===== config.mk =====
export PLATFORM = sky130hd
export DESIGN_NAME = nbbsm_queue
export DESIGN_NICKNAME = d
export VERILOG_FILES = /design/src/hdl/nbbsm_pkg.sv /design/src/hdl/nbbsm_queue.sv
export VERILOG_INCLUDE_DIRS = /design/src /design/src/hdl
export SDC_FILE = /design/constraint.sdc
export NUM_CORES = 1
export LEC_CHECK = 0
export BUFFER_PORTS_ARGS = -buffer_cell sky130_fd_sc_hd__buf_4
export CAP_MARGIN = 15
export CORE_AREA = 5 5 73 75
export DETAILED_ROUTE_END_ITERATION = 10
export DIE_AREA = 0 0 78 80
export GPL_TIMING_DRIVEN = 1
export PLACE_DENSITY = 0.85
export SLEW_MARGIN = 20
export SYNTH_ARGS = -nofsm -noshare
export SYNTH_HDL_FRONTEND = slang
export SYNTH_SLANG_ARGS = --single-unit

===== constraint.sdc =====
create_clock -name clk -period 5.3 [get_ports clk]
set_input_delay 0 -clock clk [delete_from_list [all_inputs] [get_ports clk]]
set_output_delay 0 -clock clk [all_outputs]
set_load 0.05 [all_outputs]

===== src/hdl/nand_bad_block_skip_map_unit_defines.svh =====
// Assertion macros shared by the bad block skip map modules.
`ifndef NAND_BAD_BLOCK_SKIP_MAP_UNIT_DEFINES_SVH
`define NAND_BAD_BLOCK_SKIP_MAP_UNIT_DEFINES_SVH

`ifndef SYNTHESIS

// Same-cycle implication, checked outside reset.
`define NBBSM_ASSERT_IMP(lbl, clk_s, rst_s, ante, cons) \
	lbl: assert property (@(posedge clk_s) disable iff (!rst_s) (ante) |-> (cons)) \
		else $error("nbbsm: same-cycle check failed");

// Next-cycle implication, checked outside reset.
`define NBBSM_ASSERT_NXT(lbl, clk_s, rst_s, ante, cons) \
	lbl: assert property (@(posedge clk_s) disable iff (!rst_s) (ante) |=> (cons)) \
		else $error("nbbsm: next-cycle check failed");

`else

`define NBBSM_ASSERT_IMP(lbl, clk_s, rst_s, ante, cons)
`define NBBSM_ASSERT_NXT(lbl, clk_s, rst_s, ante, cons)

`endif

`endif


===== src/hdl/nbbsm_pkg.sv =====
// Shared types, codes and helpers of the bad block skip map.
package nbbsm_pkg;

	localparam int DEF_MAX_BLOCKS = 4096;
	localparam int ADDR_SPAN      = 4096;
	localparam int WORD_BITS      = 64;
	localparam int BLK_W          = 12;
	localparam int CFG_W          = 13;
	localparam int CNT_W          = 7;
	localparam int Q_DEPTH        = 2;

	localparam logic [1:0] OP_WRITE = 2'd0;
	localparam logic [1:0] OP_MAP   = 2'd1;
	localparam logic [1:0] OP_NEXT  = 2'd2;

	typedef enum logic [1:0] {
		CMD_WRITE,
		CMD_SCAN,
		CMD_FAIL
	} cmd_kind_t;

	// blk: block to mark, or physical start block of a scan
	// rank: number of good blocks to skip before the one wanted
	typedef struct packed {
		cmd_kind_t        kind;
		logic [BLK_W-1:0] blk;
		logic [BLK_W-1:0] rank;
		logic             mark;
	} cmd_t;

	typedef struct packed {
		logic             found;
		logic [BLK_W-1:0] phys;
	} res_t;

	function automatic logic [CNT_W-1:0] popcnt64(input logic [WORD_BITS-1:0] v);
		logic [CNT_W-1:0] s;
		s = '0;
		for (int i = 0; i < WORD_BITS; i++) begin
			s = s + CNT_W'(v[i]);
		end
		return s;
	endfunction

endpackage


===== src/hdl/nbbsm_queue.sv =====
// Short command queue between the front stage and the map engine.
`include "nand_bad_block_skip_map_unit_defines.svh"

module nbbsm_queue (
	input  logic            clk,
	input  logic            arst_n,
	input  logic            push,
	output logic            push_ready,
	input  nbbsm_pkg::cmd_t push_cmd,
	output logic            pop_valid,
	input  logic            pop,
	output nbbsm_pkg::cmd_t pop_cmd
);

	localparam int PTR_W = (nbbsm_pkg::Q_DEPTH > 1) ? $clog2(nbbsm_pkg::Q_DEPTH) : 1;
	localparam int CNT_W = $clog2(nbbsm_pkg::Q_DEPTH + 1);

	nbbsm_pkg::cmd_t  entry_q [nbbsm_pkg::Q_DEPTH];
	logic [PTR_W-1:0] wr_ptr_q;
	logic [PTR_W-1:0] rd_ptr_q;
	logic [CNT_W-1:0] count_q;
	logic             do_push;
	logic             do_pop;

	assign push_ready = (count_q != CNT_W'(nbbsm_pkg::Q_DEPTH));
	assign pop_valid  = (count_q != '0);
	assign pop_cmd    = entry_q[rd_ptr_q];
	assign do_push    = push && push_ready;
	assign do_pop     = pop && pop_valid;

	function automatic logic [PTR_W-1:0] ptr_inc(input logic [PTR_W-1:0] p);
		return (p == PTR_W'(nbbsm_pkg::Q_DEPTH - 1)) ? '0 : p + PTR_W'(1);
	endfunction

	always_ff @(posedge clk or negedge arst_n) begin
		if (!arst_n) begin
			wr_ptr_q <= '0;
			rd_ptr_q <= '0;
			count_q  <= '0;
		end else begin
			if (do_push) begin
				wr_ptr_q <= ptr_inc(wr_ptr_q);
			end
			if (do_pop) begin
				rd_ptr_q <= ptr_inc(rd_ptr_q);
			end
			if (do_push && !do_pop) begin
				count_q <= count_q + CNT_W'(1);
			end else if (do_pop && !do_push) begin
				count_q <= count_q - CNT_W'(1);
			end
		end
	end

	always_ff @(posedge clk) begin
		if (do_push) begin
			entry_q[wr_ptr_q] <= push_cmd;
		end
	end

	`NBBSM_ASSERT_IMP(a_q_no_overflow, clk, arst_n, 1'b1, count_q <= CNT_W'(nbbsm_pkg::Q_DEPTH))
	`NBBSM_ASSERT_NXT(a_q_grow, clk, arst_n, do_push && !do_pop, count_q == $past(count_q) + CNT_W'(1))
	`NBBSM_ASSERT_NXT(a_q_shrink, clk, arst_n, do_pop && !do_push, count_q == $past(count_q) - CNT_W'(1))

endmodule


==> results of run 1 <==
sequential cells by signal, summed over array words and instances, names as in the netlist:
name	cells
rd_ptr_q	1
count_q	2
entry_q	54
wr_ptr_q	1
per-stage QoR:
| step | setup slack, ps | utilization, % | area [um^2] | total power, W |
|---|---|---|---|---|
| after CTS | 3390 | 70.0 | 3220 | 0.00197 |
| final | 3430 | 70.0 | 3220 | 0.00195 |
| after global routing | 3320 | 70.0 | 3220 | 0.00203 |
| after detailed placement | 3550 | 59.3 | 2730 | 0.00157 |
| after floorplan | 2670 | - | 2240 | 0.00136 |
| after global placement | 3690 | 59.3 | 2730 | 0.00154 |
final timing paths:
kind / from / end / slack (ps) / cells after the start
worst min register to register: wr_ptr_q$_DFFE_PN0P_ / wr_ptr_q$_DFFE_PN0P_ / 520 / 1
min in group asynchronous: arst_n / wr_ptr_q$_DFFE_PN0P_ / 580 / 3
worst max-delay path: rd_ptr_q$_DFFE_PN0P_ / pop_cmd[12] / 3430 / 3
worst min-delay path: push / wr_ptr_q$_DFFE_PN0P_ / 20 / 3
max in group asynchronous: arst_n / rd_ptr_q$_DFFE_PN0P_ / 4530 / 3
worst max register to register: count_q[0]$_DFFE_PN0P_ / entry_q[0][12]$_DFFE_PP_ / 3540 / 4
cells in the final DEF, fill, tap and decap left out, types with 2 or more instances in the layout:
cell           synthesis  routed
mux2_4                19      19
xor2_1                 2       2
edfxtp_1              54      54
dlygate4sd3_1          0      30
clkinv_4               0       2
clkbuf_8               0       9
nand2_1                2       2
dfrtp_1                4       4
mux2_2                 8       8
clkinv_2               0       3
buf_4                  0      62
xnor2_1                3       3
layer usage:
layer  global-route usage, %  vias up
met2                    25.7       50
met5                       0        -
li1                        -      590
met1                    17.0      601
met3                    7.45        4
met4                    6.08        0
cell type report:
type	instances	area share, %
clock inverter	7	2.18
inverter	1	0.117
clock buffer	9	3.85
timing repair buffer	92	23.8
tap	54	2.10
multi-input combinational	40	14.5
sequential	58	53.5
power by group through the flow:
| stage | registers [W] | logic, W | clock network, W |
|---|---|---|---|
| after floorplan | 0.000666 | 0.000697 | 0 |
| after global routing | 0.000692 | 0.000927 | 0.000412 |
| final | 0.000678 | 0.000890 | 0.000383 |
| after CTS | 0.000680 | 0.000898 | 0.000391 |
| after global placement | 0.000676 | 0.000863 | 0 |
| after detailed placement | 0.000689 | 0.000877 | 0 |
cell families (layout without fill, tap and decap cells):
logic type,Yosys count,count (layout)
XOR/XNOR,5,5
adder cells (fa/ha/maj),1,1
buffers and inverters,4,109
flip-flops,58,58
multiplexers,27,27
AND/OR/NAND/NOR,7,7
repair_timing:
item	4_1_cts	5_1_grt
hold endpoints to repair	59	0
hold buffers	30	0
setup endpoints to repair	0	0
tightest hold or removal path, cell delays in order:
cell and delay, ps:
buf_4 110, nand2_1 120, xnor2_1 80
==> impl_metrics.yaml, run 1 <==
routing:
  vias_per_cell: 4.77
  top_layer_used: "met4"
  wl_per_cell_um: 16.8
  drc: 0
  dr_wl_met2_mm: 2.20
  vias: 1245
  ant_nets: 0
  wl_met3_um: 310
  wirelength_met1_mm: 1.83
  drt_iter0_markers: 43
  drt-pass1-iter-count: 4
  totalWireLength_mm: 4.38
cts:
  cts.path.max_buffers: 2
  ctsHtreeMaxLevel: 3
  postCtsSetupRepairBufs: 0
  clkSinkCount: 58
  clkSlewWorstSetupHoldPaths_ps: 70
  cts.repair.resized: 0
  cts_buffers: 9
  root_buffer: "clkbuf_8"
  cts_tree: "built"
  clock_latency_ps: 330
layout:
  n_antenna_cell: 0
  fill_cells: 289
  nets: 234
  regArea_um2: 1720
  layout-drive-gt1-share_pct: 51.2
  area_delta_synth_final_pct: 43.6
  instances_no_fill: 261
  multi_input_area_um2: 468
logic_synthesis:
  synth_seq_area_share_pct: 76.8
  synth_top_family_by_area: "multiplexers"
  synth.mux.area_fraction_pct: 16.7
  ys_ff_latch: 58
  synth_xor_area_share_pct: 1.95
  yosys.area_share.simple_pct: 1.51
  synth_flop_cell: "edfxtp_1"
  syn_area_per_cell_um2: 22.0
  ys_async_sr_fraction_pct: 6.90
  synth_cell_types: 15
  post-synth-top-area-cell: "edfxtp_1"
  synth_top_area_share_pct: 72.3
  ys_top_cells_by_count: "edfxtp_1 (54), mux2_4 (19), mux2_2 (8)"
  synthCells: 102
  synthAdderAreaFrac_pct: 0.558
  yosysMostFrequentCell: "edfxtp_1"
  yosys_warnings: 0
  syn-num-nets: 134
  syn_area_um2: 2240
  synthTopCellsByArea: "edfxtp_1 (72%), mux2_4 (13%), dfrtp_1 (4.5%), mux2_2 (4.0%), buf_12 (1.8%)"
  synth_edf_count: 54
  synth_compound_area_share_pct: 0
outcome:
  outcome: "complete, no violations"
hold_path:
  hold_path_class: "primary input to flop"
worst_setup_path:
  path_buf_inv: 2
  worstPathArrival_ps: 1870
  path_max_fanout: 20
  path_cells: "buf_4 > mux2_2 > buf_4"
  cp_slowest_cell: "dfrtp_1"
  setup.worst_path.start_class: "flop"
  critical_path.endpoint_type: "output port"
  path_class: "flop to output port"
  cp_top_family: "buffers and inverters"
  path_common_cell: "buf_4"
  max_stage_delay_ps: 550
  cp.required_ps: 5300
power:
  powerDensity_nw_per_um2: 606
  switching_share_pct: 39.8
  p_leak_nw: 1.31
  p_switching_w: 0.000776
  pwr-share-comb_pct: 45.6
  p_seq_share_pct: 34.7
  p_int_w: 0.00117
  power_frac_clock_pct: 19.6
  irDropWorstVdd_v: 0.000298
place:
  dp_hpwl_mm: 3.07
  place.port_buffers: 59
  placed_cells: 215
  gp_congestion: 0.684
floorplanning:
  die_w_um: 78
  num_rows: 25
  die_h_um: 80
  io_pins: 60
  start_util_pct: 48.8
  dieArea_um2: 6240
  core_um2: 4600
grt:
  grt_pass1_vias: 1374
  grt_first_pass_wirelength_mm: 6.97
  grt-ovfl-total: 0
  antenna_found_initial: 0
  grt_max_degree: 21
  track_usage_pct: 15.4
sta:
  period_needed_ps: 1870
  fin_crit_sh_pct: 35.2
  tns_ps: 0
  fmax_mhz: 536
  clock_skew_ps: 7.99
  report.final.slew_viol_count: 0
  slew_headroom_pct: 70.8
  fin_hold_ws_ps: 22.0
  hold_violations: 0
  setup_viol: 0
  tightest_slew_ps: 437
  rsz0062_at_grt: "no"
job:
  drv_cap: 0
Power figures use the tool's default switching activity.
==> run 2, diff against run 1 <==
--- a/config.mk
+++ b/config.mk
@@ -6,13 +6,14 @@
 export SDC_FILE = /design/constraint.sdc
 export NUM_CORES = 1
 export LEC_CHECK = 0
+export ABC_AREA = 1
 export BUFFER_PORTS_ARGS = -buffer_cell sky130_fd_sc_hd__buf_4
 export CAP_MARGIN = 15
-export CORE_AREA = 5 5 73 75
+export CORE_AREA = 5 5 76 78
 export DETAILED_ROUTE_END_ITERATION = 10
-export DIE_AREA = 0 0 78 80
+export DIE_AREA = 0 0 81 83
 export GPL_TIMING_DRIVEN = 1
-export PLACE_DENSITY = 0.85
+export PLACE_DENSITY = 0.83
 export SLEW_MARGIN = 20
 export SYNTH_ARGS = -nofsm -noshare
 export SYNTH_HDL_FRONTEND = slang
==> constraint.sdc (replaced) <==
create_clock -name clk -period 1.65 [get_ports clk]
set_input_delay 0 -clock clk [delete_from_list [all_inputs] [get_ports clk]]
set_output_delay 0 -clock clk [all_outputs]
set_load 0.05 [all_outputs]
==> impl_metrics.yaml, run 2 <==
outcome:
  outcome: "complete, no violations"
floorplanning:
  core_um2: 5010
  num_rows: 26
  dieArea_um2: 6720
  start_util_pct: 44.5
  die_h_um: 83
  io_pins: 60
  die_w_um: 81
routing:
  ant_nets: 0
  drc: 0
  vias_per_cell: 4.26
  wl_per_cell_um: 12.8
  vias: 1467
  drt_iter0_markers: 56
  drt-pass1-iter-count: 4
  totalWireLength_mm: 4.40
layout:
  nets: 301
  reg_top3: "entry_q x54, count_q x2"
  final_cell_mix: "nand2_1 (85), buf_4 (62), edfxtp_1 (54), dlygate4sd3_1 (31), clkbuf_8 (11)"
  largest_register: "entry_q"
  final_common_cell: "nand2_1"
  layout-drive-gt1-share_pct: 31.8
  n_antenna_cell: 0
  largest_reg_flops: 54
  area_delta_synth_final_pct: 44.6
cts:
  clkSinkCount: 58
  cts.path.max_buffers: 2
  postCtsSetupRepairBufs: 0
  cts_hold_buf: 31
  root_buffer: "clkbuf_8"
  ctsHtreeMaxLevel: 3
  cts_buffers: 9
  cts.repair.resized: 0
  cts_tree: "built"
  clkSlewWorstSetupHoldPaths_ps: 60
  clock_latency_ps: 320
sta:
  report.final.slew_viol_count: 0
  slew_headroom_pct: 68.4
  fin_hold_ws_ps: 408
  setup_viol: 0
  clock_skew_ps: 6.21
  hold_violations: 0
  fmax_mhz: 676
  rsz0062_at_grt: "no"
  final_critical_path_setup_slack_ps: 170
  fin_crit_sh_pct: 89.7
  tightest_slew_ps: 473
  period_needed_ps: 1480
power:
  irDropWorstVdd_v: 0.000982
  powerDensity_nw_per_um2: 1970
  p_leak_nw: 1.40
grt:
  antenna_found_initial: 0
  grt-ovfl-total: 0
  grt_max_degree: 29
  grt_first_pass_wirelength_mm: 7.27
  track_usage_pct: 14.4
  grt_pass1_vias: 1615
logic_synthesis:
  synth_top_area_share_pct: 72.8
  syn_area_um2: 2230
  ys_async_sr_fraction_pct: 6.90
  synth_edf_count: 54
  yosys_warnings: 0
  synthCells: 169
  synth_flop_cell: "edfxtp_1"
  yosysMostFrequentCell: "nand2_1"
  synth_cell_types: 15
  synth_seq_area_share_pct: 77.3
  post-synth-top-area-cell: "edfxtp_1"
  syn_area_per_cell_um2: 13.2
  syn-num-nets: 201
  ys_top_cells_by_count: "nand2_1 (85), edfxtp_1 (54), nand2_2 (6)"
  synthTopCellsByArea: "edfxtp_1 (73%), nand2_1 (14%), dfrtp_1 (4.5%), nand2_2 (1.7%), buf_6 (1.5%)"
  ys_ff_latch: 58
place:
  post-place-ws_ps: 240
  dp_hpwl_mm: 2.65
  gp_congestion: 0.650
  place.port_buffers: 59
worst_setup_path:
  cp.required_ps: 1850
  worstPathArrival_ps: 1680
  reg2reg_setup_slack_ps: 170
  reg2reg_depth: 9
  critical_path.endpoint_type: "flop"
  reg2reg_to: "count_q[1]$_DFFE_PN0P_"
  path_class: "flop to flop"
  cp-endpoint: "count_q[1]$_DFFE_PN0P_"
  path_max_fanout: 4
  regToRegStartpoint: "count_q[0]$_DFFE_PN0P_"
  setup.worst_path.start: "count_q[0]$_DFFE_PN0P_"
  setup.worst_path.start_class: "flop"
hold_path:
  hold_path_class: "primary input to flop"
job:
  drv_cap: 0
run 2: worst min-delay path by stage:
| stage | slack (ps) | end | startpoint | depth (start not counted) |
|---|---|---|---|---|
| floorplan | -300 | count_q[0]$_DFFE_PN0P_ | arst_n | 0 |
| global placement | -200 | count_q[0]$_DFFE_PN0P_ | arst_n | 1 |
| detailed placement | -200 | count_q[0]$_DFFE_PN0P_ | arst_n | 1 |
| CTS | 390 | entry_q[1][13]$_DFFE_PP_ | push_cmd[13] | 2 |
| global route | 400 | entry_q[0][4]$_DFFE_PP_ | push_cmd[4] | 2 |
| finish | 410 | entry_q[1][13]$_DFFE_PP_ | push_cmd[13] | 2 |
run 2: cell families after synthesis:
| logic type | after synthesis | share of synthesized area (%) |
|---|---|---|
| DFF | 58 | 77.3 |
| adders and majority gates | 1 | 0.562 |
| xor gates and xnor gates | 2 | 0.787 |
| and+or+nand+nor | 96 | 17.1 |
| buffers and inverters | 12 | 4.27 |
run 2: worst max-delay path: stages, from the launching register on:
cell and delay [ps]:
dfrtp_1 420, inv_2 100, nand2_2 60, nand2_2 110
inv_1 60, ha_1 320, inv_1 80, nand3_1 90
nand2_1 80, nand2_1 60
run 2: area by class of cell:
type / instances / area, um^2
well taps: 70 / 87.6
clock inverters: 3 / 15.0
flip-flops and latches: 58 / 1720
clock buffers: 13 / 159
multi-input cells: 99 / 415
repair buffers: 94 / 796
fillers: 392 / 1790
inverters: 7 / 26.3
run 2: through the flow:
step	utilization, %	cell area, um^2	power (W)	TNS (ps)	cells
after floorplan	-	2230	0.00441	-14950	169
after global placement	54.6	2740	0.00517	0	297
after detailed placement	54.6	2740	0.00522	0	297
after CTS	64.3	3220	0.00642	0	344
after global routing	64.3	3220	0.00668	0	344
final	64.3	3220	0.00634	0	344
run 2: power breakdown:
| group | leakage (nW) | total [W] | internal (W) | switching [W] |
|---|---|---|---|---|
| registers | 0.550 | 0.00212 | 0.00202 | 0.000104 |
| clock network | 0.0932 | 0.00112 | 0.000620 | 0.000502 |
| logic | 0.762 | 0.00310 | 0.000866 | 0.00223 |
run 2: layer usage:
metal / GRT usage, % / part of all wire (%)
met5: 0 / 0
met4: 7.22 / 1.3
met3: 3.57 / 4.8
met2: 26.2 / 56
met1: 14.9 / 38
