==> src/hdl/nand_bad_block_skip_map_unit_defines.svh <==
// Assertion macros shared by the bad block skip map modules.
`ifndef NAND_BAD_BLOCK_SKIP_MAP_UNIT_DEFINES_SVH
`define NAND_BAD_BLOCK_SKIP_MAP_UNIT_DEFINES_SVH

`ifndef SYNTHESIS

// Same-cycle implication, checked outside reset.
`define NBBSM_ASSERT_IMP(lbl, clk_s, rst_s, ante, cons) \
	lbl: assert property (@(posedge clk_s) disable iff (!rst_s) (ante) |-> (cons)) \
		else $error("nbbsm: same-cycle check failed");

// Next-cycle implication, checked outside reset.
`define NBBSM_ASSERT_NXT(lbl, clk_s, rst_s, ante, cons) \
	lbl: assert property (@(posedge clk_s) disable iff (!rst_s) (ante) |=> (cons)) \
		else $error("nbbsm: next-cycle check failed");

`else

`define NBBSM_ASSERT_IMP(lbl, clk_s, rst_s, ante, cons)
`define NBBSM_ASSERT_NXT(lbl, clk_s, rst_s, ante, cons)

`endif

`endif

==> src/hdl/nbbsm_pkg.sv <==
// Shared types, codes and helpers of the bad block skip map.
package nbbsm_pkg;

	localparam int DEF_MAX_BLOCKS = 4096;
	localparam int ADDR_SPAN      = 4096;
	localparam int WORD_BITS      = 64;
	localparam int BLK_W          = 12;
	localparam int CFG_W          = 13;
	localparam int CNT_W          = 7;
	localparam int Q_DEPTH        = 2;

	localparam logic [1:0] OP_WRITE = 2'd0;
	localparam logic [1:0] OP_MAP   = 2'd1;
	localparam logic [1:0] OP_NEXT  = 2'd2;

	typedef enum logic [1:0] {
		CMD_WRITE,
		CMD_SCAN,
		CMD_FAIL
	} cmd_kind_t;

	// blk: block to mark, or physical start block of a scan
	// rank: number of good blocks to skip before the one wanted
	typedef struct packed {
		cmd_kind_t        kind;
		logic [BLK_W-1:0] blk;
		logic [BLK_W-1:0] rank;
		logic             mark;
	} cmd_t;

	typedef struct packed {
		logic             found;
		logic [BLK_W-1:0] phys;
	} res_t;

	function automatic logic [CNT_W-1:0] popcnt64(input logic [WORD_BITS-1:0] v);
		logic [CNT_W-1:0] s;
		s = '0;
		for (int i = 0; i < WORD_BITS; i++) begin
			s = s + CNT_W'(v[i]);
		end
		return s;
	endfunction

endpackage

==> src/hdl/nbbsm_front.sv <==
// Front stage: accept input items and turn them into scan, write or fail commands.
module nbbsm_front #(
	parameter int MAX_BLOCKS = nbbsm_pkg::DEF_MAX_BLOCKS
) (
	input  logic                           clk,
	input  logic                           arst_n,
	input  logic                           in_valid,
	output logic                           in_ready,
	input  logic [1:0]                     in_op,
	input  logic [nbbsm_pkg::BLK_W-1:0]    in_blk,
	input  logic                           in_mark,
	input  logic [nbbsm_pkg::CFG_W-1:0]    lim,
	output logic                           push,
	input  logic                           push_ready,
	output nbbsm_pkg::cmd_t                cmd
);

	logic            vld_s1;
	nbbsm_pkg::cmd_t cmd_s1;
	nbbsm_pkg::cmd_t cls;
	logic            accept;
	logic [nbbsm_pkg::CFG_W-1:0] next_start;

	assign in_ready   = !vld_s1 || push_ready;
	assign accept     = in_valid && in_ready;
	assign push       = vld_s1;
	assign cmd        = cmd_s1;
	assign next_start = nbbsm_pkg::CFG_W'(in_blk) + nbbsm_pkg::CFG_W'(1);

	always_comb begin
		cls.kind = nbbsm_pkg::CMD_FAIL;
		cls.blk  = in_blk;
		cls.rank = '0;
		cls.mark = in_mark;
		case (in_op)
			nbbsm_pkg::OP_WRITE: begin
				if (32'(in_blk) < 32'(MAX_BLOCKS)) begin
					cls.kind = nbbsm_pkg::CMD_WRITE;
				end
			end
			nbbsm_pkg::OP_MAP: begin
				// walk from block 0, skipping blk good blocks
				if (nbbsm_pkg::CFG_W'(in_blk) < lim) begin
					cls.kind = nbbsm_pkg::CMD_SCAN;
					cls.blk  = '0;
					cls.rank = in_blk;
				end
			end
			nbbsm_pkg::OP_NEXT: begin
				if (next_start < lim) begin
					cls.kind = nbbsm_pkg::CMD_SCAN;
					cls.blk  = next_start[nbbsm_pkg::BLK_W-1:0];
				end
			end
			default: begin
				cls.kind = nbbsm_pkg::CMD_FAIL;
			end
		endcase
	end

	always_ff @(posedge clk or negedge arst_n) begin
		if (!arst_n) begin
			vld_s1 <= 1'b0;
		end else if (accept) begin
			vld_s1 <= 1'b1;
		end else if (push_ready) begin
			vld_s1 <= 1'b0;
		end
	end

	always_ff @(posedge clk) begin
		if (accept) begin
			cmd_s1 <= cls;
		end
	end

endmodule

==> config.mk <==
export PLATFORM = sky130hd
export DESIGN_NAME = nbbsm_front
export DESIGN_NICKNAME = d
export VERILOG_FILES = /design/src/hdl/nand_bad_block_skip_map_unit_defines.svh /design/src/hdl/nbbsm_pkg.sv /design/src/hdl/nbbsm_front.sv
export SDC_FILE = /design/constraint.sdc
export NUM_CORES = 1
export LEC_CHECK = 0
export BUFFER_PORTS_ARGS = -buffer_cell sky130_fd_sc_hd__clkbuf_2
export CAP_MARGIN = 20
export CELL_PAD_IN_SITES_DETAIL_PLACEMENT = 0
export CELL_PAD_IN_SITES_GLOBAL_PLACEMENT = 1
export CORE_MARGIN = 2
export CORE_UTILIZATION = 39
export CTS_CLUSTER_DIAMETER = 200
export DETAILED_ROUTE_END_ITERATION = 7
export PLACE_DENSITY_LB_ADDON = 0.1
export SETUP_SLACK_MARGIN = 0.2
export SLEW_MARGIN = 20
export SYNTH_ARGS = -nofsm -noshare
export SYNTH_HDL_FRONTEND = slang
export SYNTH_SLANG_ARGS = --single-unit
==> constraint.sdc <==
create_clock -name clk -period 1.9 [get_ports clk]
set_clock_uncertainty 0.2 [all_clocks]
set_input_delay 0.475 -clock clk [delete_from_list [all_inputs] [get_ports clk]]
set_output_delay 0.475 -clock clk [all_outputs]
set_load 0.1 [all_outputs]
==> results.cfg, run 1 <==
[job]
maxCapViolCount = 0

[critical_path]
critPathArrivalTime_ps = 3000
cp-end-kind = register
path_cells = clkbuf_8, and3_4, nand3_4, nor2_4, nor2_2, or2_1, ha_1, and2_4, a221o_1, a221o_1, a21o_1, a211oi_4, buf_6, o21ai_1
startpoint = in_blk[2]
path_common_cell = a221o_1
crit_fanout = 7
worstReg2RegStart = push
crit_type = in -> reg
cp.required_ps = 1730
cp-start-kind = input pin
cp_slowest_cell = a221o_1
cp_slowest_stage_delay_ps = 320

[sta]
finalHoldViolCount = 0
relSlewSlack = 0.731
rsz0062_at_grt = yes
layout_min_cycle_time_ps = 3180
period_share = 1.67
worst_slack_ps = -1280
worst_slew_pin_slew_ps = 404
slew_viol_final = 0
fmax_mhz = 315
whs_ps = 181
setup_viol = 26

[floorplan]
die_area_mm2 = 0.00577
die_x_um = 76.0
pin_count = 61
coreArea_mm2 = 0.00504
num_rows = 26
start_util = 0.401
dieHeight_um = 76.0

[logic_synthesis]
yosys_warnings = 0
ys_seq_elements = 28
synth_fa_ha_area_frac = 0.167
synth_cell_type_count = 35
synth_top_family_by_area = compound AO/OA/AOI/OAI gates
synthSimpleGateAreaFrac = 0.157
async_reset_ff_frac = 0.0357
syn_area_per_cell_um2 = 10.3
synth_area_leaders = edfxtp_1 40%, ha_1 17%, inv_1 4.8%, and2_1 4.3%, o21ai_2 3.5%
syn_area_mm2 = 0.00202
synthCells = 196
ys_top_cells_by_count = 27 x edfxtp_1, 27 x ha_1, 26 x inv_1
synth_ff_type = edfxtp_1
yosysTopAreaCell = edfxtp_1
seq_area_frac_synth = 0.414
synth_mux_area_frac = 0
synth_top_area_frac = 0.401
syn-num-nets = 255
synth-compound-area-share = 0.168
synth-edff-count = 27
synth-xor-area-share = 0.0303

[power_and_ir_drop]
p_total_w = 0.00194
power_density_mw_per_mm2 = 571
leakagePower_nw = 1.58
vdd_drop_max_mv = 0.275

[place]
pre_cts_slack_ps = -1750
dp_hpwl_um = 3950
place_congestion = 0.836
dpl-instance-area_mm2 = 0.00304
port_buffers = 60

[drt]
route.met2.wl_um = 2300
antenna_left = 0
wl_met3_um = 156
wl_met1_um = 2590
drt_iter0_markers = 78
via_count = 1854
wire_per_inst_um = 12.8
drc_errors = 0
vias_per_cell = 4.66
drt_first_pass_iters = 4
top_layer = met4
totalWireLength_um = 5110

[clock_tree]
cts.clk_slew.worst_paths_ps = 90
h-tree-depth = 1
clock_latency_ps = 270
clock_path_buffers = 2
ctsRootBufferMaster = clkbuf_8
cts_tree = done
numCtsBuffers = 3
clock_sinks = 28

[hold_path]
min_from = in_mark
min_path_type = in -> reg

[global_route]
grt_pass1_vias = 1863
grt_start_max_net_pins = 28
overflow = 0
antenna_found_initial = 0
grt_usage = 0.184
grt_pass1_wl_um = 8670

[final_layout]
syn2layout_area_growth_pct = 67.9
design_area_mm2 = 0.00339
antenna_cells = 0
n_fill_cell = 423
nNetsFinal = 388
drive_above_1_share = 0.564

[run_status]
failed_checks = setup timing
status = finished with violations
cells by family after synthesis:
| family | Yosys count |
|---|---|
| compound gates | 42 |
| xor+xnor | 7 |
| buf+inv | 30 |
| simple gates | 62 |
| flops | 28 |
| fa+ha+maj | 27 |
registers in the layout, indices dropped and copies added, names as in the netlist:
| name | flops |
|---|---|
| push | 1 |
| cmd | 27 |
timing repair:
action / 4_1_cts / 5_1_grt
resized for setup: 52 / 14
endpoints found under the setup margin: 54 / 28
endpoints found under the hold margin: 1 / 0
gates cloned: 1 / 0
pin swaps: 18 / 7
hold buffers: 1 / 0
setup buffers: 5 / 0
metal layers:
metal / vias to the layer above / GRT usage
met4: 0 / 0.0491
met1: 847 / 0.265
met2: 44 / 0.306
met3: 6 / 0.00711
li1: 957 / -
met5: - / 0
power by group:
| part | switching (W) | internal (W) |
|---|---|---|
| combinational | 0.000556 | 0.000327 |
| sequential | 0.0000108 | 0.000729 |
| clock | 0.000168 | 0.000145 |
| total | 0.000735 | 0.00120 |
critical path, delay by kind of cell:
family / cells / cell delay [ps]
AOI/OAI and AO/OA: 5 / 1110
buffers and inverters: 2 / 290
adders and majority gates: 1 / 300
and+or+nand+nor: 6 / 830
metrics by stage:
step / util / setup TNS, ps / cells
after detailed placement: 0.602 / -30870 / 387
final: 0.673 / -19720 / 398
after global routing: 0.673 / -21750 / 398
after global placement: 0.602 / -28490 / 387
after floorplan: - / -19620 / 196
after CTS: 0.663 / -20450 / 398
cells in the final DEF, fill, tap and decap left out, types with 7 or more instances in the layout:
| cell | n |
|---|---|
| edfxtp_1 | 27 |
| buf_6 | 8 |
| buf_4 | 63 |
| a21oi_1 | 8 |
| clkbuf_4 | 27 |
| clkbuf_2 | 24 |
| ha_4 | 7 |
| ha_1 | 20 |
| inv_1 | 20 |
| nand2_1 | 12 |
| and2_1 | 9 |
| o21ai_2 | 9 |
area by class of cell:
type | instances | area [um2] | area share
Clock buffer | 3 | 41.3 | 0.0122
Clock inverter | 1 | 3.75 | 0.00111
Inverter | 27 | 129 | 0.0380
Multi-Input combinational cell | 139 | 1280 | 0.377
Sequential cell | 28 | 840 | 0.248
Tap cell | 70 | 87.6 | 0.0258
Timing Repair Buffer | 130 | 1010 | 0.299
worst paths after layout:
path / end / slack, ps / depth (start not counted)
max: cmd[19] / -1280 / 14
min: cmd[0] / 180 / 1
max reg2reg: cmd[1] / 320 / 3
min reg2reg: push / 520 / 3
max in group asynchronous: push / 1090 / 2
min in group asynchronous: push / 310 / 2
No activity file was read; power rests on OpenSTA's default activity.
==> inputs of run 2 (changes only) <==
--- a/config.mk
+++ b/config.mk
@@ -9,12 +9,12 @@
 export CAP_MARGIN = 20
 export CELL_PAD_IN_SITES_DETAIL_PLACEMENT = 0
 export CELL_PAD_IN_SITES_GLOBAL_PLACEMENT = 1
+export CORE_ASPECT_RATIO = 1.1
 export CORE_MARGIN = 2
 export CORE_UTILIZATION = 39
 export CTS_CLUSTER_DIAMETER = 200
 export DETAILED_ROUTE_END_ITERATION = 7
 export PLACE_DENSITY_LB_ADDON = 0.1
-export SETUP_SLACK_MARGIN = 0.2
 export SLEW_MARGIN = 20
 export SYNTH_ARGS = -nofsm -noshare
 export SYNTH_HDL_FRONTEND = slang
==> run 2 against run 1 <==
Effect of this change: the run still ends with setup timing left; combinational power down 7.1%; maximum frequency rose by 1.3%; total power is 3.4% lower; clock-buffer cell count rose by 1; sequential share of layout area is 1.4 points higher; first-iteration DRC count grew 17%; critical path depth stayed put; clock power is essentially flat; routed wire length shrank 7.3%; global-route usage is 0.79 points lower; sequential power hardly changed; sequential cell count unchanged; critical path type unchanged; critical endpoint is now cmd[17].
==> results.cfg, run 2 (same netlist as run 1, synthesis figures left out) <==
[run_status]
status = finished with violations
failed_checks = setup timing

[sta]
slew_viol_final = 0
period_share = 1.65
setup_viol = 26
finalHoldViolCount = 0
fmax_mhz = 319
relSlewSlack = 0.639
layout_min_cycle_time_ps = 3130
whs_ps = 183
worst_slack_ps = -1230
worst_slew_pin_slew_ps = 543
rsz0062_at_grt = yes

[drt]
wire_per_inst_um = 12.3
via_count = 1845
top_layer = met4
vias_per_cell = 4.80
antenna_left = 0
totalWireLength_um = 4740
route.met2.wl_um = 2240
drt_iter0_markers = 91
wl_met3_um = 172
drc_errors = 0
drt_first_pass_iters = 4
wl_met1_um = 2280

[clock_tree]
h-tree-depth = 1
ctsRootBufferMaster = clkbuf_8
cts_tree = done
numCtsBuffers = 3
clock_sinks = 28
cts.clk_slew.worst_paths_ps = 90
clock_latency_ps = 260
clock_path_buffers = 2

[power_and_ir_drop]
vdd_drop_max_mv = 0.265
power_density_mw_per_mm2 = 584
leakagePower_nw = 1.53

[final_layout]
seq_area_um2 = 837
syn2layout_area_growth_pct = 58.4
multi_input_area_mm2 = 0.00124
design_area_mm2 = 0.00320
utilization = 0.640
antenna_cells = 0
nNetsFinal = 386
largest_register_ffs = 27
mostFrequentLayoutCell = buf_4
final_cell_mix = 67 x buf_4, 55 x clkbuf_2, 27 x edfxtp_1
drive_above_1_share = 0.546
n_fill_cell = 435

[global_route]
grt_start_max_net_pins = 28
grt_pass1_wl_um = 8020
antenna_found_initial = 0
grt_pass1_vias = 1807
grt_usage = 0.176
overflow = 0

[critical_path]
critPathArrivalTime_ps = 2960
cp-end-kind = register
cp-start-kind = input pin
timing.reg2reg.setup_slack_ps = 490
crit_type = in -> reg
crit_fanout = 7
cp.required_ps = 1730

[place]
dp_hpwl_um = 4040
place_congestion = 0.821
dpl-instance-area_mm2 = 0.00301
port_buffers = 60

[floorplan]
die_x_um = 72.6
pin_count = 61
num_rows = 27
start_util = 0.404
die_area_mm2 = 0.00577
dieHeight_um = 79.5
coreArea_mm2 = 0.00500

[hold_path]
min_path_type = in -> reg

[job]
maxCapViolCount = 0
-- run 2: cell types whose count changed in the layout (fill, tap and decap cells not counted), sizes merged --
cell	previous run	this run
o211a	2	1
buf	75	73
clkbuf	57	59
clkinv	2	1
-- run 2: metal layers --
layer  vias to the layer above  GRT usage
li1                        954          -
met4                         0     0.0500
met3                         4     0.0101
met1                       841      0.245
met5                         -          0
met2                        46      0.294
-- run 2: cell type report --
cell class | count | share of cell area
multi-input combinational | 138 | 0.388
timing repair buffer | 129 | 0.274
sequential | 28 | 0.262
inverter | 27 | 0.0403
tap | 58 | 0.0227
clock buffer | 4 | 0.0141
-- run 2: worst paths after layout --
| kind | from | end | depth (start not counted) |
|---|---|---|---|
| hold / removal | in_mark | cmd[0] | 1 |
| setup reg to reg | push | cmd[26] | 2 |
| setup / recovery | in_blk[2] | cmd[17] | 14 |
| hold reg to reg | push | push | 2 |
| max in group asynchronous | arst_n | push | 2 |
| min in group asynchronous | arst_n | push | 2 |
-- run 2: critical path: stages --
cell and delay (ps):
buf_8 80, and3_4 200, nand3_4 100, nor2_4 120, nor2_2 50, or2_1 220, ha_1 290, and2_4 140
a221o_1 280, a221o_1 320, a21o_1 190, a211oi_4 250, buf_6 180, o21ai_2 60
-- run 2: per-stage QoR --
stage	TNS, ps	power [W]	cells	setup slack (ps)
6_report	-20350	0.00187	384	-1230
5_1_grt	-23540	0.00196	384	-1380
4_1_cts	-20810	0.00188	383	-1260
3_5_place_dp	-30220	0.00155	374	-1670
3_3_place_gp	-29180	0.00154	374	-1600
2_1_floorplan	-19620	0.00130	196	-1420
-- run 2: what timing repair did --
action                                 in CTS  in global routing
endpoints found under the hold margin       1                  0
setup endpoints to repair                  26                 26
hold buffers                                1                  0
pin swaps                                  17                  3
buffers inserted                            4                  1
gates resized for setup                    15                  7
-- run 2: power by group --
part           switching [W]  internal [W]
Combinational       0.000540      0.000280
Clock               0.000162      0.000150
Sequential         0.0000105      0.000729
Total               0.000712       0.00116
==> inputs of run 3 (changes only) <==
--- a/config.mk
+++ b/config.mk
@@ -5,16 +5,18 @@
 export SDC_FILE = /design/constraint.sdc
 export NUM_CORES = 1
 export LEC_CHECK = 0
+export ABC_AREA = 1
 export BUFFER_PORTS_ARGS = -buffer_cell sky130_fd_sc_hd__clkbuf_2
 export CAP_MARGIN = 20
 export CELL_PAD_IN_SITES_DETAIL_PLACEMENT = 0
 export CELL_PAD_IN_SITES_GLOBAL_PLACEMENT = 1
 export CORE_ASPECT_RATIO = 1.1
 export CORE_MARGIN = 2
-export CORE_UTILIZATION = 39
+export CORE_UTILIZATION = 37
 export CTS_CLUSTER_DIAMETER = 200
 export DETAILED_ROUTE_END_ITERATION = 7
 export PLACE_DENSITY_LB_ADDON = 0.1
+export RECOVER_POWER = 25
 export SLEW_MARGIN = 20
 export SYNTH_ARGS = -nofsm -noshare
 export SYNTH_HDL_FRONTEND = slang
==> run 3 against run 2 <==
Effect of this change: the run still ends with setup timing left; sequential cell count unchanged; critical path depth increased by 6; area after synthesis increased by 3.5%; sequential power about the same; maximum frequency increased by 19%; clock-buffer cell count unchanged; routed wire length increased by 23%; via count increased by 9.9%.
==> results.cfg, run 3 <==
[run_status]
status = finished with violations
failed_checks = setup timing

[clock_tree]
numCtsBuffers = 3
clock_latency_ps = 280
cts.clk_slew.worst_paths_ps = 100
clock_path_buffers = 2
ctsRootBufferMaster = clkbuf_8
h-tree-depth = 1
clock_sinks = 28
cts_tree = done

[logic_synthesis]
synth-compound-area-share = 0.0239
syn_area_mm2 = 0.00209
yosys_warnings = 0
synth_cell_type_count = 22
synth-edff-count = 27
async_reset_ff_frac = 0.0357
synth_top_area_frac = 0.388
seq_area_frac_synth = 0.400
yosysMostFrequentCell = nand2_1
synth_area_leaders = edfxtp_1 39%, ha_1 16%, nand2_1 14%, inv_1 8.4%, nand3_1 5.7%
synth_top_family_by_area = simple AND/OR/NAND/NOR gates
synthSimpleGateAreaFrac = 0.272
syn-num-nets = 320
ys_seq_elements = 28
yosysTopAreaCell = edfxtp_1
synthCells = 261
syn_area_per_cell_um2 = 8.02
synth_fa_ha_area_frac = 0.161
synth_mux_area_frac = 0
ys_top_cells_by_count = 79 x nand2_1, 47 x inv_1, 27 x edfxtp_1, 27 x ha_1, 24 x nand3_1
synth-xor-area-share = 0.0371
synth_ff_type = edfxtp_1

[sta]
rsz0062_at_grt = yes
layout_min_cycle_time_ps = 2640
period_share = 1.39
relSlewSlack = 0.512
slew_viol_final = 0
worst_slack_ps = -741
fmax_mhz = 379
setup_viol = 26
worst_slew_pin_slew_ps = 731
finalHoldViolCount = 0

[critical_path]
critPathArrivalTime_ps = 2490
path_cells = clkbuf_16, ha_4, nand2_4, nor2_4, buf_6, nand2_4, xor2_1, inv_1, ha_4, nand2_1, inv_1, nand2_1, nand2_1, a21oi_2, nand2_2, nand2_2, nand3_2, buf_6, nand2_2, nand2_2
path_common_cell = nand2_2
crit_fanout = 7
cp-end-kind = register
path_delay_family = simple AND/OR/NAND/NOR gates
crit_type = in -> reg
cp.required_ps = 1750
cp_slowest_cell = ha_4
cp_slowest_stage_delay_ps = 210
crit_buf_inv = 5
cp-start-kind = input pin

[place]
dp_hpwl_um = 4060
place_congestion = 0.855
place_inst = 435
dpl-instance-area_mm2 = 0.00290
port_buffers = 60

[floorplan]
coreArea_mm2 = 0.00543
die_x_um = 75.7
dieHeight_um = 82.9
num_rows = 28
die_area_mm2 = 0.00627
start_util = 0.385
pin_count = 61

[drt]
drt_iter0_markers = 50
drt_first_pass_iters = 4
via_count = 2027
totalWireLength_um = 5810
wire_per_inst_um = 12.8
vias_per_cell = 4.46
antenna_left = 0
drc_errors = 0

[final_layout]
design_area_mm2 = 0.00347
antenna_cells = 0
instances_no_fill = 454
syn2layout_area_growth_pct = 65.9
drive_above_1_share = 0.512
mostFrequentLayoutCell = nand2_1
nNetsFinal = 439
largest_register_ffs = 27
final_cell_mix = 58 x nand2_1, 49 x buf_4, 47 x clkbuf_2

[power_and_ir_drop]
p_total_w = 0.00204
leakagePower_nw = 1.78
vdd_drop_max_mv = 0.318
power_density_mw_per_mm2 = 588

[global_route]
grt_pass1_wl_um = 9030
overflow = 0
grt_usage = 0.188
antenna_found_initial = 0
grt_start_max_net_pins = 28
grt_pass1_vias = 1972

[job]
maxCapViolCount = 0

[hold_path]
min_path_type = in -> reg
## run 3: changes by cell type in the layout (fill, tap and decap cells not counted), moves of 7 or more
cell,before,now
buf_6,2,13
o21ai_2,10,1
nand2_2,0,20
and2_1,12,0
xor2_1,0,7
inv_1,20,42
clkbuf_2,55,47
nand3_1,5,17
nand2_1,13,58
buf_4,67,49
## run 3: path summary, 6_finish.rpt
kind                           start      end  slack, ps  cells past startpoint
max                        in_blk[0]  cmd[14]       -740                     20
min                          in_mark   cmd[0]        170                      1
max reg2reg                     push  cmd[12]        170                      2
min reg2reg                     push     push        380                      2
max in group asynchronous     arst_n     push       1120                      2
min in group asynchronous     arst_n     push        290                      2
## run 3: metal layers
layer	global-route usage	wire, um
met3	0.0194	183
met4	0.0478	70
met2	0.308	2910
met5	0	0
met1	0.260	2650
## run 3: cell type report
type | instances | area [um2]
fill | 470 | 1960
multi-input combinational | 176 | 1380
timing repair buffer | 118 | 901
sequential | 28 | 837
inverter | 53 | 209
tap | 75 | 93.8
clock buffer | 4 | 55.1
## run 3: metrics by stage
step / worst slack, ps / TNS, ps / utilization / hold WS (ps)
5_1_grt: -884 / -13400 / 0.639 / 158
2_1_floorplan: -714 / -9250 / - / -20.6
4_1_cts: -748 / -11280 / 0.603 / 169
3_5_place_dp: -1230 / -22260 / 0.535 / 50.8
3_3_place_gp: -1180 / -21530 / 0.535 / 50.9
6_report: -741 / -10940 / 0.639 / 168
## run 3: logic make-up (layout without fill, tap and decap cells)
| group | count (synthesis) | count (layout) |
|---|---|---|
| AND/OR/NAND/NOR | 131 | 131 |
| flip-flops | 28 | 28 |
| AO/OA/AOI/OAI | 10 | 10 |
| adder cells (fa/ha/maj) | 27 | 27 |
| XOR/XNOR | 8 | 8 |
| buffers and inverters | 57 | 175 |
## run 3: report_power, final
part           internal (W)  total (W)  switching, W  leakage (nW)
combinational      0.000304   0.000909      0.000605          1.47
clock              0.000186   0.000392      0.000206        0.0288
sequential         0.000730   0.000741     0.0000111         0.276
## run 3: timing repair
action                                 in CTS  in global routing
gates cloned                                1                  0
setup buffers                               6                  9
hold buffers                                1                  0
endpoints found under the hold margin       1                  0
setup endpoints to repair                  26                 26
pin swaps                                  18                 29
resized for setup                          43                 44
